File: src/rtl/ps2mt_pkg.sv
// ---------------------------------------------------------------------------
// PS/2 mouse packet tracker package
// Shared widths, register indexes, phase codes and record types.
// ---------------------------------------------------------------------------
package ps2mt_pkg;

   localparam int POS_WIDTH   = 24;
   localparam int FRAME_WIDTH = 32;
   localparam int BYTE_WIDTH  = 8;
   localparam int CSR_IDX_WIDTH = 3;
   localparam int CSR_DATA_WIDTH = POS_WIDTH;
   localparam int PROD_WIDTH  = 2 * BYTE_WIDTH + 1;
   // Wide enough that position plus or minus a scaled byte never wraps.
   localparam int SUM_WIDTH   = ((POS_WIDTH > PROD_WIDTH) ? POS_WIDTH : PROD_WIDTH) + 1;

   localparam logic [CSR_IDX_WIDTH-1:0] CSR_TIMEOUT = 3'd0;
   localparam logic [CSR_IDX_WIDTH-1:0] CSR_SCALE_X = 3'd1;
   localparam logic [CSR_IDX_WIDTH-1:0] CSR_SCALE_Y = 3'd2;
   localparam logic [CSR_IDX_WIDTH-1:0] CSR_X_MIN   = 3'd3;
   localparam logic [CSR_IDX_WIDTH-1:0] CSR_X_MAX   = 3'd4;
   localparam logic [CSR_IDX_WIDTH-1:0] CSR_Y_MIN   = 3'd5;
   localparam logic [CSR_IDX_WIDTH-1:0] CSR_Y_MAX   = 3'd6;

   localparam logic [BYTE_WIDTH-1:0] TIMEOUT_RESET = 8'd2;
   localparam logic [BYTE_WIDTH-1:0] SCALE_X_RESET = 8'd27;
   localparam logic [BYTE_WIDTH-1:0] SCALE_Y_RESET = 8'd36;
   localparam logic signed [POS_WIDTH-1:0] POS_MAX_RESET = {1'b0, {(POS_WIDTH-1){1'b1}}};

   typedef enum logic [2:0] {
      PHASE_FLAG = 3'b001,
      PHASE_X    = 3'b010,
      PHASE_Y    = 3'b100
   } phase_type;

   typedef struct packed {
      logic [BYTE_WIDTH-1:0]        timeout_frames;
      logic [BYTE_WIDTH-1:0]        scale_x;
      logic [BYTE_WIDTH-1:0]        scale_y;
      logic signed [POS_WIDTH-1:0]  x_min;
      logic signed [POS_WIDTH-1:0]  x_max;
      logic signed [POS_WIDTH-1:0]  y_min;
      logic signed [POS_WIDTH-1:0]  y_max;
   } cfg_type;

   typedef struct packed {
      logic signed [BYTE_WIDTH-1:0] rx_byte;
      logic [FRAME_WIDTH-1:0]       frame_index;
   } req_type;

   typedef struct packed {
      logic                         click_changed;
      logic                         click_down;
      logic                         position_valid;
      logic signed [POS_WIDTH-1:0]  cursor_x;
      logic signed [POS_WIDTH-1:0]  cursor_y;
   } rsp_type;

endpackage

File: src/rtl/ps2mt_if.sv
// ---------------------------------------------------------------------------
// PS/2 mouse packet tracker channel interfaces
// Valid/ready channels for bytes in, results out and register writes.
// ---------------------------------------------------------------------------
interface ps2mt_req_if;
   logic                                   valid;
   logic                                   ready;
   logic signed [ps2mt_pkg::BYTE_WIDTH-1:0] rx_byte;
   logic [ps2mt_pkg::FRAME_WIDTH-1:0]      frame_index;

   modport source (output valid, output rx_byte, output frame_index, input ready);
   modport sink   (input valid, input rx_byte, input frame_index, output ready);
endinterface

interface ps2mt_rsp_if;
   logic                                   valid;
   logic                                   ready;
   logic                                   click_changed;
   logic                                   click_down;
   logic                                   position_valid;
   logic signed [ps2mt_pkg::POS_WIDTH-1:0] cursor_x;
   logic signed [ps2mt_pkg::POS_WIDTH-1:0] cursor_y;

   modport source (output valid, output click_changed, output click_down,
                   output position_valid, output cursor_x, output cursor_y, input ready);
   modport sink   (input valid, input click_changed, input click_down,
                   input position_valid, input cursor_x, input cursor_y, output ready);
endinterface

interface ps2mt_csr_if;
   logic                                      valid;
   logic                                      ready;
   logic [ps2mt_pkg::CSR_IDX_WIDTH-1:0]       index;
   logic [ps2mt_pkg::CSR_DATA_WIDTH-1:0]      data;

   modport source (output valid, output index, output data, input ready);
   modport sink   (input valid, input index, input data, output ready);
endinterface

File: src/rtl/ps2_mouse_packet_tracker.sv
// ---------------------------------------------------------------------------
// PS/2 mouse packet tracker
// Decodes three-byte mouse packets into button state and a clamped cursor.
// ---------------------------------------------------------------------------
// Path: an accepted byte is held in the input register, and its result is
//   loaded into the result register when the byte advances.
// Throughput: one byte per cycle while the result register is not held.
// Stalls: a byte waits in the input register while the result register is held.
// Reset: synchronous, empties both stages, clears phase, button, frame and
//   cursor, and loads the register defaults.
module ps2_mouse_packet_tracker (
   input  logic        clock,
   input  logic        reset,
   ps2mt_req_if.sink   req_ch,
   ps2mt_rsp_if.source rsp_ch,
   ps2mt_csr_if.sink   csr_ch
);
   import ps2mt_pkg::*;

   cfg_type cfg;
   req_type item_ff;
   logic    item_valid_ff;
   rsp_type result;
   rsp_type rsp_ff;
   logic    rsp_valid_ff;
   logic    advance;

   // The held byte moves on when the result register is free or being taken.
   assign advance      = item_valid_ff && (!rsp_valid_ff || rsp_ch.ready);
   assign req_ch.ready = !item_valid_ff || advance;

   ps2mt_csr u_csr (
      .clock  (clock),
      .reset  (reset),
      .csr_ch (csr_ch),
      .cfg    (cfg)
   );

   ps2mt_track u_track (
      .clock   (clock),
      .reset   (reset),
      .advance (advance),
      .cfg     (cfg),
      .item    (item_ff),
      .result  (result)
   );

   always_ff @(posedge clock) begin
      if (reset) begin
         item_valid_ff <= 1'b0;
         rsp_valid_ff  <= 1'b0;
      end else begin
         if (req_ch.ready) item_valid_ff <= req_ch.valid;
         if (advance) rsp_valid_ff <= 1'b1;
         else if (rsp_ch.ready) rsp_valid_ff <= 1'b0;
      end
   end

   always_ff @(posedge clock) begin
      if (req_ch.valid && req_ch.ready) begin
         item_ff.rx_byte     <= req_ch.rx_byte;
         item_ff.frame_index <= req_ch.frame_index;
      end
      if (advance) rsp_ff <= result;
   end

   assign rsp_ch.valid          = rsp_valid_ff;
   assign rsp_ch.click_changed  = rsp_ff.click_changed;
   assign rsp_ch.click_down     = rsp_ff.click_down;
   assign rsp_ch.position_valid = rsp_ff.position_valid;
   assign rsp_ch.cursor_x       = rsp_ff.cursor_x;
   assign rsp_ch.cursor_y       = rsp_ff.cursor_y;

endmodule

File: src/rtl/ps2mt_csr.sv
// ---------------------------------------------------------------------------
// PS/2 mouse packet tracker configuration registers
// Holds timeout, scale factors and cursor limits written over the CSR channel.
// ---------------------------------------------------------------------------
module ps2mt_csr (
   input  logic                clock,
   input  logic                reset,
   ps2mt_csr_if.sink           csr_ch,
   output ps2mt_pkg::cfg_type  cfg
);
   import ps2mt_pkg::*;

   cfg_type cfg_ff;
   cfg_type cfg_in;

   assign csr_ch.ready = 1'b1;

   always_comb begin
      cfg_in = cfg_ff;
      if (csr_ch.valid) begin
         unique case (csr_ch.index)
            CSR_TIMEOUT: cfg_in.timeout_frames = csr_ch.data[BYTE_WIDTH-1:0];
            CSR_SCALE_X: cfg_in.scale_x        = csr_ch.data[BYTE_WIDTH-1:0];
            CSR_SCALE_Y: cfg_in.scale_y        = csr_ch.data[BYTE_WIDTH-1:0];
            CSR_X_MIN:   cfg_in.x_min          = $signed(csr_ch.data[POS_WIDTH-1:0]);
            CSR_X_MAX:   cfg_in.x_max          = $signed(csr_ch.data[POS_WIDTH-1:0]);
            CSR_Y_MIN:   cfg_in.y_min          = $signed(csr_ch.data[POS_WIDTH-1:0]);
            CSR_Y_MAX:   cfg_in.y_max          = $signed(csr_ch.data[POS_WIDTH-1:0]);
            default: begin
               // Writes beyond the last register are dropped.
               cfg_in = cfg_ff;
            end
         endcase
      end
   end

   always_ff @(posedge clock) begin
      if (reset) begin
         cfg_ff.timeout_frames <= TIMEOUT_RESET;
         cfg_ff.scale_x        <= SCALE_X_RESET;
         cfg_ff.scale_y        <= SCALE_Y_RESET;
         cfg_ff.x_min          <= '0;
         cfg_ff.x_max          <= POS_MAX_RESET;
         cfg_ff.y_min          <= '0;
         cfg_ff.y_max          <= POS_MAX_RESET;
      end else begin
         cfg_ff <= cfg_in;
      end
   end

   assign cfg = cfg_ff;

endmodule

File: src/rtl/ps2mt_track.sv
// ---------------------------------------------------------------------------
// PS/2 mouse packet tracker state and update logic
// Keeps phase, button, last frame and cursor; forms one result per byte.
// ---------------------------------------------------------------------------
module ps2mt_track (
   input  logic                clock,
   input  logic                reset,
   input  logic                advance,
   input  ps2mt_pkg::cfg_type  cfg,
   input  ps2mt_pkg::req_type  item,
   output ps2mt_pkg::rsp_type  result
);
   import ps2mt_pkg::*;

   phase_type                    phase_ff, phase_in, phase_cur;
   logic                         left_ff, left_in;
   logic [FRAME_WIDTH-1:0]       last_frame_ff, last_frame_in;
   logic signed [POS_WIDTH-1:0]  pos_x_ff, pos_x_in;
   logic signed [POS_WIDTH-1:0]  pos_y_ff, pos_y_in;

   logic [FRAME_WIDTH-1:0]       frame_gap;
   logic signed [PROD_WIDTH-1:0] prod_x, prod_y;
   logic signed [SUM_WIDTH-1:0]  sum_x, sum_y;

   function automatic logic signed [POS_WIDTH-1:0] clamp_pos(
      input logic signed [SUM_WIDTH-1:0] v,
      input logic signed [POS_WIDTH-1:0] lo,
      input logic signed [POS_WIDTH-1:0] hi
   );
      logic signed [SUM_WIDTH-1:0] r;
      r = v;
      if (r < SUM_WIDTH'(lo)) r = SUM_WIDTH'(lo);
      if (r > SUM_WIDTH'(hi)) r = SUM_WIDTH'(hi);
      return r[POS_WIDTH-1:0];
   endfunction

   always_comb begin
      // Unsigned modular difference, so a wrapped frame counter is harmless.
      frame_gap = item.frame_index - last_frame_ff;
      phase_cur = (frame_gap > FRAME_WIDTH'(cfg.timeout_frames)) ? PHASE_FLAG : phase_ff;

      prod_x = $signed({1'b0, cfg.scale_x}) * item.rx_byte;
      prod_y = $signed({1'b0, cfg.scale_y}) * item.rx_byte;

      left_in = left_ff;
      sum_x   = SUM_WIDTH'(pos_x_ff);
      sum_y   = SUM_WIDTH'(pos_y_ff);
      unique case (phase_cur)
         PHASE_FLAG: begin
            left_in  = item.rx_byte[0];
            phase_in = PHASE_X;
         end
         PHASE_X: begin
            sum_x    = SUM_WIDTH'(pos_x_ff) + SUM_WIDTH'(prod_x);
            phase_in = PHASE_Y;
         end
         PHASE_Y: begin
            sum_y    = SUM_WIDTH'(pos_y_ff) - SUM_WIDTH'(prod_y);
            phase_in = PHASE_FLAG;
         end
         default: phase_in = PHASE_FLAG;
      endcase

      pos_x_in      = clamp_pos(sum_x, cfg.x_min, cfg.x_max);
      pos_y_in      = clamp_pos(sum_y, cfg.y_min, cfg.y_max);
      last_frame_in = item.frame_index;

      result.click_changed  = left_in ^ left_ff;
      result.click_down     = left_in;
      result.position_valid = (phase_cur == PHASE_Y);
      result.cursor_x       = pos_x_in;
      result.cursor_y       = pos_y_in;
   end

   always_ff @(posedge clock) begin
      if (reset) begin
         phase_ff      <= PHASE_FLAG;
         left_ff       <= 1'b0;
         last_frame_ff <= '0;
         pos_x_ff      <= '0;
         pos_y_ff      <= '0;
      end else if (advance) begin
         phase_ff      <= phase_in;
         left_ff       <= left_in;
         last_frame_ff <= last_frame_in;
         pos_x_ff      <= pos_x_in;
         pos_y_ff      <= pos_y_in;
      end
   end

endmodule

File: src/flat_wrapper.sv
// flat-port wrapper written by rule: the top's interface ports become plain ports
module ps2_mouse_packet_tracker_flat import ps2mt_pkg::*;
  (clock, reset, req_ch_valid, req_ch_rx_byte, req_ch_frame_index, req_ch_ready, rsp_ch_valid, rsp_ch_click_changed, rsp_ch_click_down, rsp_ch_position_valid, rsp_ch_cursor_x, rsp_ch_cursor_y, rsp_ch_ready, csr_ch_valid, csr_ch_index, csr_ch_data, csr_ch_ready);
  ps2mt_req_if req_ch_i ();
  ps2mt_rsp_if rsp_ch_i ();
  ps2mt_csr_if csr_ch_i ();
  input  logic clock;
  input  logic reset;
  input wire logic [$bits(req_ch_i.valid)-1:0] req_ch_valid;
  input wire logic [$bits(req_ch_i.rx_byte)-1:0] req_ch_rx_byte;
  input wire logic [$bits(req_ch_i.frame_index)-1:0] req_ch_frame_index;
  output wire logic [$bits(req_ch_i.ready)-1:0] req_ch_ready;
  output wire logic [$bits(rsp_ch_i.valid)-1:0] rsp_ch_valid;
  output wire logic [$bits(rsp_ch_i.click_changed)-1:0] rsp_ch_click_changed;
  output wire logic [$bits(rsp_ch_i.click_down)-1:0] rsp_ch_click_down;
  output wire logic [$bits(rsp_ch_i.position_valid)-1:0] rsp_ch_position_valid;
  output wire logic [$bits(rsp_ch_i.cursor_x)-1:0] rsp_ch_cursor_x;
  output wire logic [$bits(rsp_ch_i.cursor_y)-1:0] rsp_ch_cursor_y;
  input wire logic [$bits(rsp_ch_i.ready)-1:0] rsp_ch_ready;
  input wire logic [$bits(csr_ch_i.valid)-1:0] csr_ch_valid;
  input wire logic [$bits(csr_ch_i.index)-1:0] csr_ch_index;
  input wire logic [$bits(csr_ch_i.data)-1:0] csr_ch_data;
  output wire logic [$bits(csr_ch_i.ready)-1:0] csr_ch_ready;
  assign req_ch_i.valid = req_ch_valid;
  assign req_ch_i.rx_byte = req_ch_rx_byte;
  assign req_ch_i.frame_index = req_ch_frame_index;
  assign req_ch_ready = req_ch_i.ready;
  assign rsp_ch_valid = rsp_ch_i.valid;
  assign rsp_ch_click_changed = rsp_ch_i.click_changed;
  assign rsp_ch_click_down = rsp_ch_i.click_down;
  assign rsp_ch_position_valid = rsp_ch_i.position_valid;
  assign rsp_ch_cursor_x = rsp_ch_i.cursor_x;
  assign rsp_ch_cursor_y = rsp_ch_i.cursor_y;
  assign rsp_ch_i.ready = rsp_ch_ready;
  assign csr_ch_i.valid = csr_ch_valid;
  assign csr_ch_i.index = csr_ch_index;
  assign csr_ch_i.data = csr_ch_data;
  assign csr_ch_ready = csr_ch_i.ready;
  ps2_mouse_packet_tracker u_core (.clock(clock), .reset(reset), .req_ch(req_ch_i), .rsp_ch(rsp_ch_i), .csr_ch(csr_ch_i));
endmodule
File: config.mk
export PLATFORM = sky130hd
export DESIGN_NAME = ps2_mouse_packet_tracker_flat
export DESIGN_NICKNAME = d
export VERILOG_FILES = /design/src/rtl/ps2mt_pkg.sv /design/src/rtl/ps2mt_if.sv /design/src/rtl/ps2_mouse_packet_tracker.sv /design/src/rtl/ps2mt_csr.sv /design/src/rtl/ps2mt_track.sv /design/src/flat_wrapper.sv
export SDC_FILE = /design/constraint.sdc
export NUM_CORES = 1
export LEC_CHECK = 0
export BUFFER_PORTS_ARGS = -buffer_cell sky130_fd_sc_hd__buf_2
export CAP_MARGIN = 15
export CORE_MARGIN = 1.5
export CORE_UTILIZATION = 50
export DETAILED_ROUTE_END_ITERATION = 10
export PLACE_DENSITY_LB_ADDON = 0.3
export SETUP_SLACK_MARGIN = 0.4
export SLEW_MARGIN = 25
export SYNTH_ARGS = -nofsm -noshare
export SYNTH_HDL_FRONTEND = slang
export SYNTH_HIERARCHICAL = 1
export SYNTH_SLANG_ARGS = --single-unit
File: constraint.sdc
create_clock -name clock -period 11.5 [get_ports clock]
set_input_delay 0.575 -clock clock [delete_from_list [all_inputs] [get_ports clock]]
set_output_delay 0.575 -clock clock [all_outputs]
set_load 0.1 [all_outputs]
# Yosys cells after proc, flatten, opt, wreduce, memory -nomap -nowiden
# Cells that the tools add are included.
dict set report classes {
  addsub 3
  mul 2
  div 0
  order_cmp 5
  n_eq_ne 9
  shift 0
  muxes 11
  bitwise_logic 1
  reduce_logical 15
}
# op count
set op_table {}
lappend op_table {{25-bit 2-to-1 mux} 4}
lappend op_table {{25-bit by 24-bit > comparator with 1-bit output} 2}
lappend op_table {{25-bit by 24-bit < comparator with 1-bit output} 2}
lappend op_table {{24-bit 2-to-1 mux} 2}
lappend op_table {{9-bit by 8-bit multiplier with 17-bit output} 2}
lappend op_table {{32-bit by 8-bit > comparator with 1-bit output} 1}
lappend op_table {{32-bit subtractor} 1}
lappend op_table {{24-bit by 17-bit adder with 25-bit output} 1}
lappend op_table {{24-bit by 17-bit subtractor with 25-bit output} 1}
lappend op_table {{2-bit AND reduction} 7}
lappend op_table {{3-bit == test (second input constant)} 4}
lappend op_table {{3-bit by 2-bit == test with 1-bit output (second input constant)} 3}
lappend op_table {{3-bit by 1-bit == test with 1-bit output (second input constant)} 2}
lappend op_table {{3-bit case mux with 2 select lines} 1}
lappend op_table {{3-bit logical NOT} 1}
lappend op_table {{1-bit 2-to-1 mux} 3}
lappend op_table {{3-bit 2-to-1 mux} 1}
lappend op_table {{1-bit logical AND} 2}
lappend op_table {{1-bit logical NOT} 2}
lappend op_table {{1-bit logical OR} 2}
lappend op_table {{2-bit nonzero test} 1}
lappend op_table {{1-bit bitwise XOR} 1}
dict set report totals {
  ff_bits 297
  latch_bits 0
  ram_bits 0
  rom_bits 0
  inputBits 72
  output_inout_bits 54
  wordCells 67
  mem_count 0
}

# Depth between registers and ports, before layout
dict set report logic_depth {
  word_depth 9
  depth_mapped 52
  depth_no_buf 49
}

# By module
# The synthesis kept the hierarchy.
# module n_inst cells_per_inst area_per_inst_um2 seq_area_each_um2
set modules_own_cells {}
lappend modules_own_cells {ps2mt_track 1 2100 16981.3 1681.6}
lappend modules_own_cells {ps2mt_csr 1 449 4723.3 2402.3}
lappend modules_own_cells {ps2_mouse_packet_tracker 1 101 2836.5 2772.7}

# Worst setup path before layout
# OpenSTA, ideal clock, no wires.
dict set report synth_path {
  path_type {register -> register}
  start {register u_core/item_ff[39] (netlist name)}
  end {register u_core.rsp_ff, in the netlist u_core/rsp_ch.cursor_y[10] (data pin)}
  setup_time_ps 260
  arrival_ps 11365
  required_ps 11240
  path_slack_ps -125
  path_stages_with_launch 48
  n_path_buf 4
  period_less_slack_ps 11625
  cell_sequence {edfxtp_1 inv_1 clkbuf_1 nor2_1 ha_1 inv_1 fa_1 fa_1 fa_1 inv_1 fa_1 inv_1 ha_1 a21o_1 a21oi_1 o211ai_1 a221o_1 a31oi_1 [12 not listed] a21boi_0 a31oi_2 buf_2 mux2_2 ha_1 a21o_1 a21o_1 a21o_1 a21o_1 a21o_1 a21o_1 a21oi_1 o221ai_1 a221oi_1 a211o_1 clkbuf_1 clkbuf_1 mux2_2}
}
# item line_no
set synth_rtl {}
lappend synth_rtl {{from (decl)} ps2_mouse_packet_tracker.sv:21} ;# req_type item_ff;
lappend synth_rtl {{to (signal assigned)} ps2_mouse_packet_tracker.sv:64} ;# if (advance) rsp_ff <= result;
lappend synth_rtl {{to (decl)} ps2_mouse_packet_tracker.sv:24} ;# rsp_type rsp_ff;

==> results.py <==
metrics = {
    "global_route": {
        "grt_pass1_wl_um": 106900,
        "grt_pass1_vias": 19530,
        "grt_usage": 0.2727,
        "grt_max_degree": 126,
        "overflow": 0,
        "antenna_found_initial": 4,
    },
    "synth": {
        "syn_nets": 3102,
        "yosys_most_used_dff": "dfxtp_1",
        "ys_seq_area_frac": 0.2794,
        "synth-seq-cells": 297,
        "ys_types": 97,
        "syn_inst": 2650,
        "synth_top_area_frac": 0.1680,
        "synthTopCellsByArea": "dfxtp_1 (17%), ha_1 (14%), edfxtp_1 (11%)",
        "syn_avg_cell_area_um2": 9.261,
        "syn_area_um2": 24540,
        "synth_area_leader_cell": "dfxtp_1",
        "synth_edf_count": 91,
        "ys_warn_count": 6,
        "async_reset_ff_frac": 0,
    },
    "final_layout": {
        "drive_above_1_share": 0.1500,
        "fin_util": 0.5666,
        "fin_nets": 3219,
        "syn_to_final_growth_pct": 12.32,
        "seqCellArea_um2": 6862,
        "multi_input_area_um2": 16100,
        "final.fill_count": 4261,
    },
    "sta": {
        "hold_viol": 0,
        "skew_ns": 0.03038,
        "finalSetupViolCount": 0,
        "worst_pin_slew_ns": 0.9823,
        "slew_headroom": 0.3451,
        "finalCritPeriodShare": 0.9406,
        "rsz0062_at_grt": "yes",
        "fmax_mhz": 92.45,
        "slew_viol_final": 0,
        "finalSetupTns_ns": 0,
        "fin_ws_ns": 0.6833,
        "fin_hold_ws_ns": 0.1809,
        "fin_crit_ns": 10.82,
    },
    "setup_path": {
        "cp-start-kind": "flop",
        "rr_worst_depth": 45,
        "path_max_fanout": 30,
        "critPathLaunch": "u_core/item_ff[35]",
        "crit_path_top_delay_cell": "fa_1",
        "r2r-start": "u_core/item_ff[35]",
        "end_kind": "flop",
        "crit_family": "compound AO/OA/AOI/OAI gates",
        "crit_buf_inv": 6,
        "arrival_ns": 11.27,
        "cpMostUsedCell": "o21a_1",
        "cp_num_cells": 45,
        "worst-setup-path-type": "flop to flop",
        "max_stage_delay_ns": 0.54,
        "crit_required_ns": 11.95,
    },
    "routing": {
        "dr_total_vias": 19400,
        "first_iter_violations": 1443,
        "remaining_drc_errors": 0,
        "wl_um": 69080,
        "drt-pass1-iter-count": 6,
        "drt-vias-per-instance": 5.673,
        "ant_nets": 0,
        "avgRoutedWirePerCell_um": 20.20,
    },
    "power": {
        "p_leak_uw": 0.01312,
        "p_total_uw": 4474,
        "vdd_ir_drop_max_v": 0.0001518,
        "powerDensity_nw_per_um2": 162.3,
    },
    "worst_hold_path": {
        "whs_path_depth": 1,
        "hp-class": "primary input to flop",
        "min-delay-start": "req_ch_rx_byte[0]",
    },
    "clock_network": {
        "ctsLongestPathBuffers": 3,
        "clock_latency_ns": 0.58,
        "clockRootBuffer": "clkbuf_16",
        "cts_tree": "yes",
        "clock_sinks": 297,
        "clkTransAtPathRegs_ns": 0.06,
        "htreeDepth": 2,
        "cts_buffers": 35,
    },
    "placement": {
        "routabilityCongestion": 0.9711,
        "io_buffers": 124,
        "hpwl_um": 52980,
        "place_ws_ns": 0.05502,
    },
    "floorplan": {
        "rows": 81,
        "die_w_um": 224.5,
        "ios": 126,
        "start_util": 0.5045,
        "core-area_um2": 48650,
        "die_area_um2": 50420,
        "fp.dieH_um": 224.5,
    },
    "run_status": {
        "status": "finished, final reports clean",
    },
    "run": {
        "max_cap_violations": 0,
    },
}
==> cell type report <==
cell class,instances,area share
Antenna cell,4,0.0003631
Clock buffer,49,0.03749
Tap cell,622,0.02823
Clock inverter,15,0.008034
Multi-Input combinational cell,1896,0.5842
Sequential cell,297,0.2489
Timing Repair Buffer,184,0.04453
Inverter,353,0.04816
==> cell usage after synthesis (4+ instances only) <==
cell type,n
fa_1,102
mux2_4,13
nand4b_1,7
o211ai_1,10
o21bai_1,8
inv_1,350
nor3b_1,7
o21a_1,49
clkbuf_1,63
nand2_1,116
o21ai_0,69
a21boi_0,4
a21oi_1,108
xor2_1,14
nand4_1,28
ha_1,278
nor2b_1,14
mux2_2,94
a21o_1,55
and2_1,79
buf_6,4
nor3_1,53
or3_1,15
nor2_1,218
a31oi_1,7
a211o_1,21
edfxtp_1,91
o31ai_1,4
o2111ai_1,7
dfxtp_1,206
nor4_1,27
and3_1,13
buf_4,15
buf_2,19
mux2i_1,169
a211oi_1,16
o21ai_1,7
nand3_1,31
xnor2_1,39
nand2b_1,122
==> repair_timing <==
| action | 4_1_cts | 5_1_grt |
|---|---|---|
| gates cloned | 0 | 3 |
| setup endpoints to repair | 49 | 96 |
| hold buffers | 0 | 0 |
| setup buffers | 4 | 19 |
| resized for setup | 12 | 56 |
| pin swaps | 1 | 21 |
==> worst register-to-register path, delay by kind of cell, from the launching register on <==
family	cells	cell delay, ns
flip-flops	1	0.42
buffers and inverters	6	0.81
adder cells (fa/ha/maj)	8	3.41
AND/OR/NAND/NOR	8	1.43
AO/OA/AOI/OAI	19	3.60
multiplexers	3	0.92
XOR/XNOR	1	0.09
==> state kept, by name (all words and copies together), names as in the netlist <==
| register | cells |
|---|---|
| u_core/u_track/pos_y_ff | 24 |
| u_core/rsp_ch.cursor_y | 24 |
| u_core/rsp_ch.click_changed | 1 |
| u_core/u_track/left_ff | 1 |
| u_core/rsp_ch.position_valid | 1 |
| u_core/u_track/phase_ff | 3 |
| u_core/u_track/last_frame_ff | 32 |
| u_core/rsp_ch.valid | 1 |
| u_core/rsp_ch.cursor_x | 24 |
| u_core/u_track/pos_x_ff | 24 |
| u_core/u_csr/cfg | 120 |
| u_core/rsp_ch.click_down | 1 |
| u_core/item_ff | 40 |
| u_core/item_valid_ff | 1 |
==> cell families after synthesis <==
logic type	after synthesis	share of synthesized area
buffers and inverters	457	0.07439
multiplexers	276	0.1200
other	1	0.0001528
flip-flops	297	0.2794
XOR/XNOR	53	0.01892
AND/OR/NAND/NOR	762	0.1631
AO/OA/AOI/OAI	424	0.1190
adder cells (fa/ha/maj)	380	0.2249
==> cells in the final DEF, fill, tap and decap left out, types with 14 or more instances in the layout <==
cell / Yosys / final
a21oi_1: 108 / 104
a211oi_1: 16 / 14
ha_1: 278 / 272
nand4_1: 28 / 28
xor2_1: 14 / 14
xnor2_1: 39 / 39
nor3_1: 53 / 51
nor2_1: 218 / 218
dfxtp_1: 206 / 202
fa_1: 102 / 102
mux2_4: 13 / 14
or3_1: 15 / 15
o21a_1: 49 / 48
nand2_1: 116 / 116
clkbuf_16: 0 / 42
nand3_1: 31 / 31
buf_2: 19 / 123
nor2b_1: 14 / 14
nand2b_1: 122 / 122
and2_1: 79 / 78
nor4_1: 27 / 26
buf_4: 15 / 45
a211o_1: 21 / 20
o21ai_0: 69 / 60
a21o_1: 55 / 55
mux2i_1: 169 / 168
inv_1: 350 / 349
mux2_2: 94 / 93
edfxtp_1: 91 / 91
==> stage by stage <==
step	cell area [um^2]	cells
floorplan	24560	2650
global placement	25750	3326
detailed placement	25750	3326
CTS	27080	3394
global route	27560	3419
finish	27560	3420
==> report_power, final <==
group	switching, uW	internal [uW]
combinational	1190	849
clock	484	728
sequential	47.4	1170
total	1730	2750
==> worst paths after layout <==
kind,to,slack (ns)
setup / recovery,u_core/u_track/pos_x_ff[22],0.68
setup reg to reg,u_core/u_track/pos_x_ff[22],0.68
hold reg to reg,u_core/u_track/pos_x_ff[6],0.47
hold / removal,u_core/item_ff[32],0.18
==> layer usage <==
metal	track usage	wire, um
met5	0	0
met2	0.4492	32000
met3	0.03018	3469
met4	0.1243	3202
met1	0.3603	30410
Note: power is estimated with default switching activity, not from simulation.
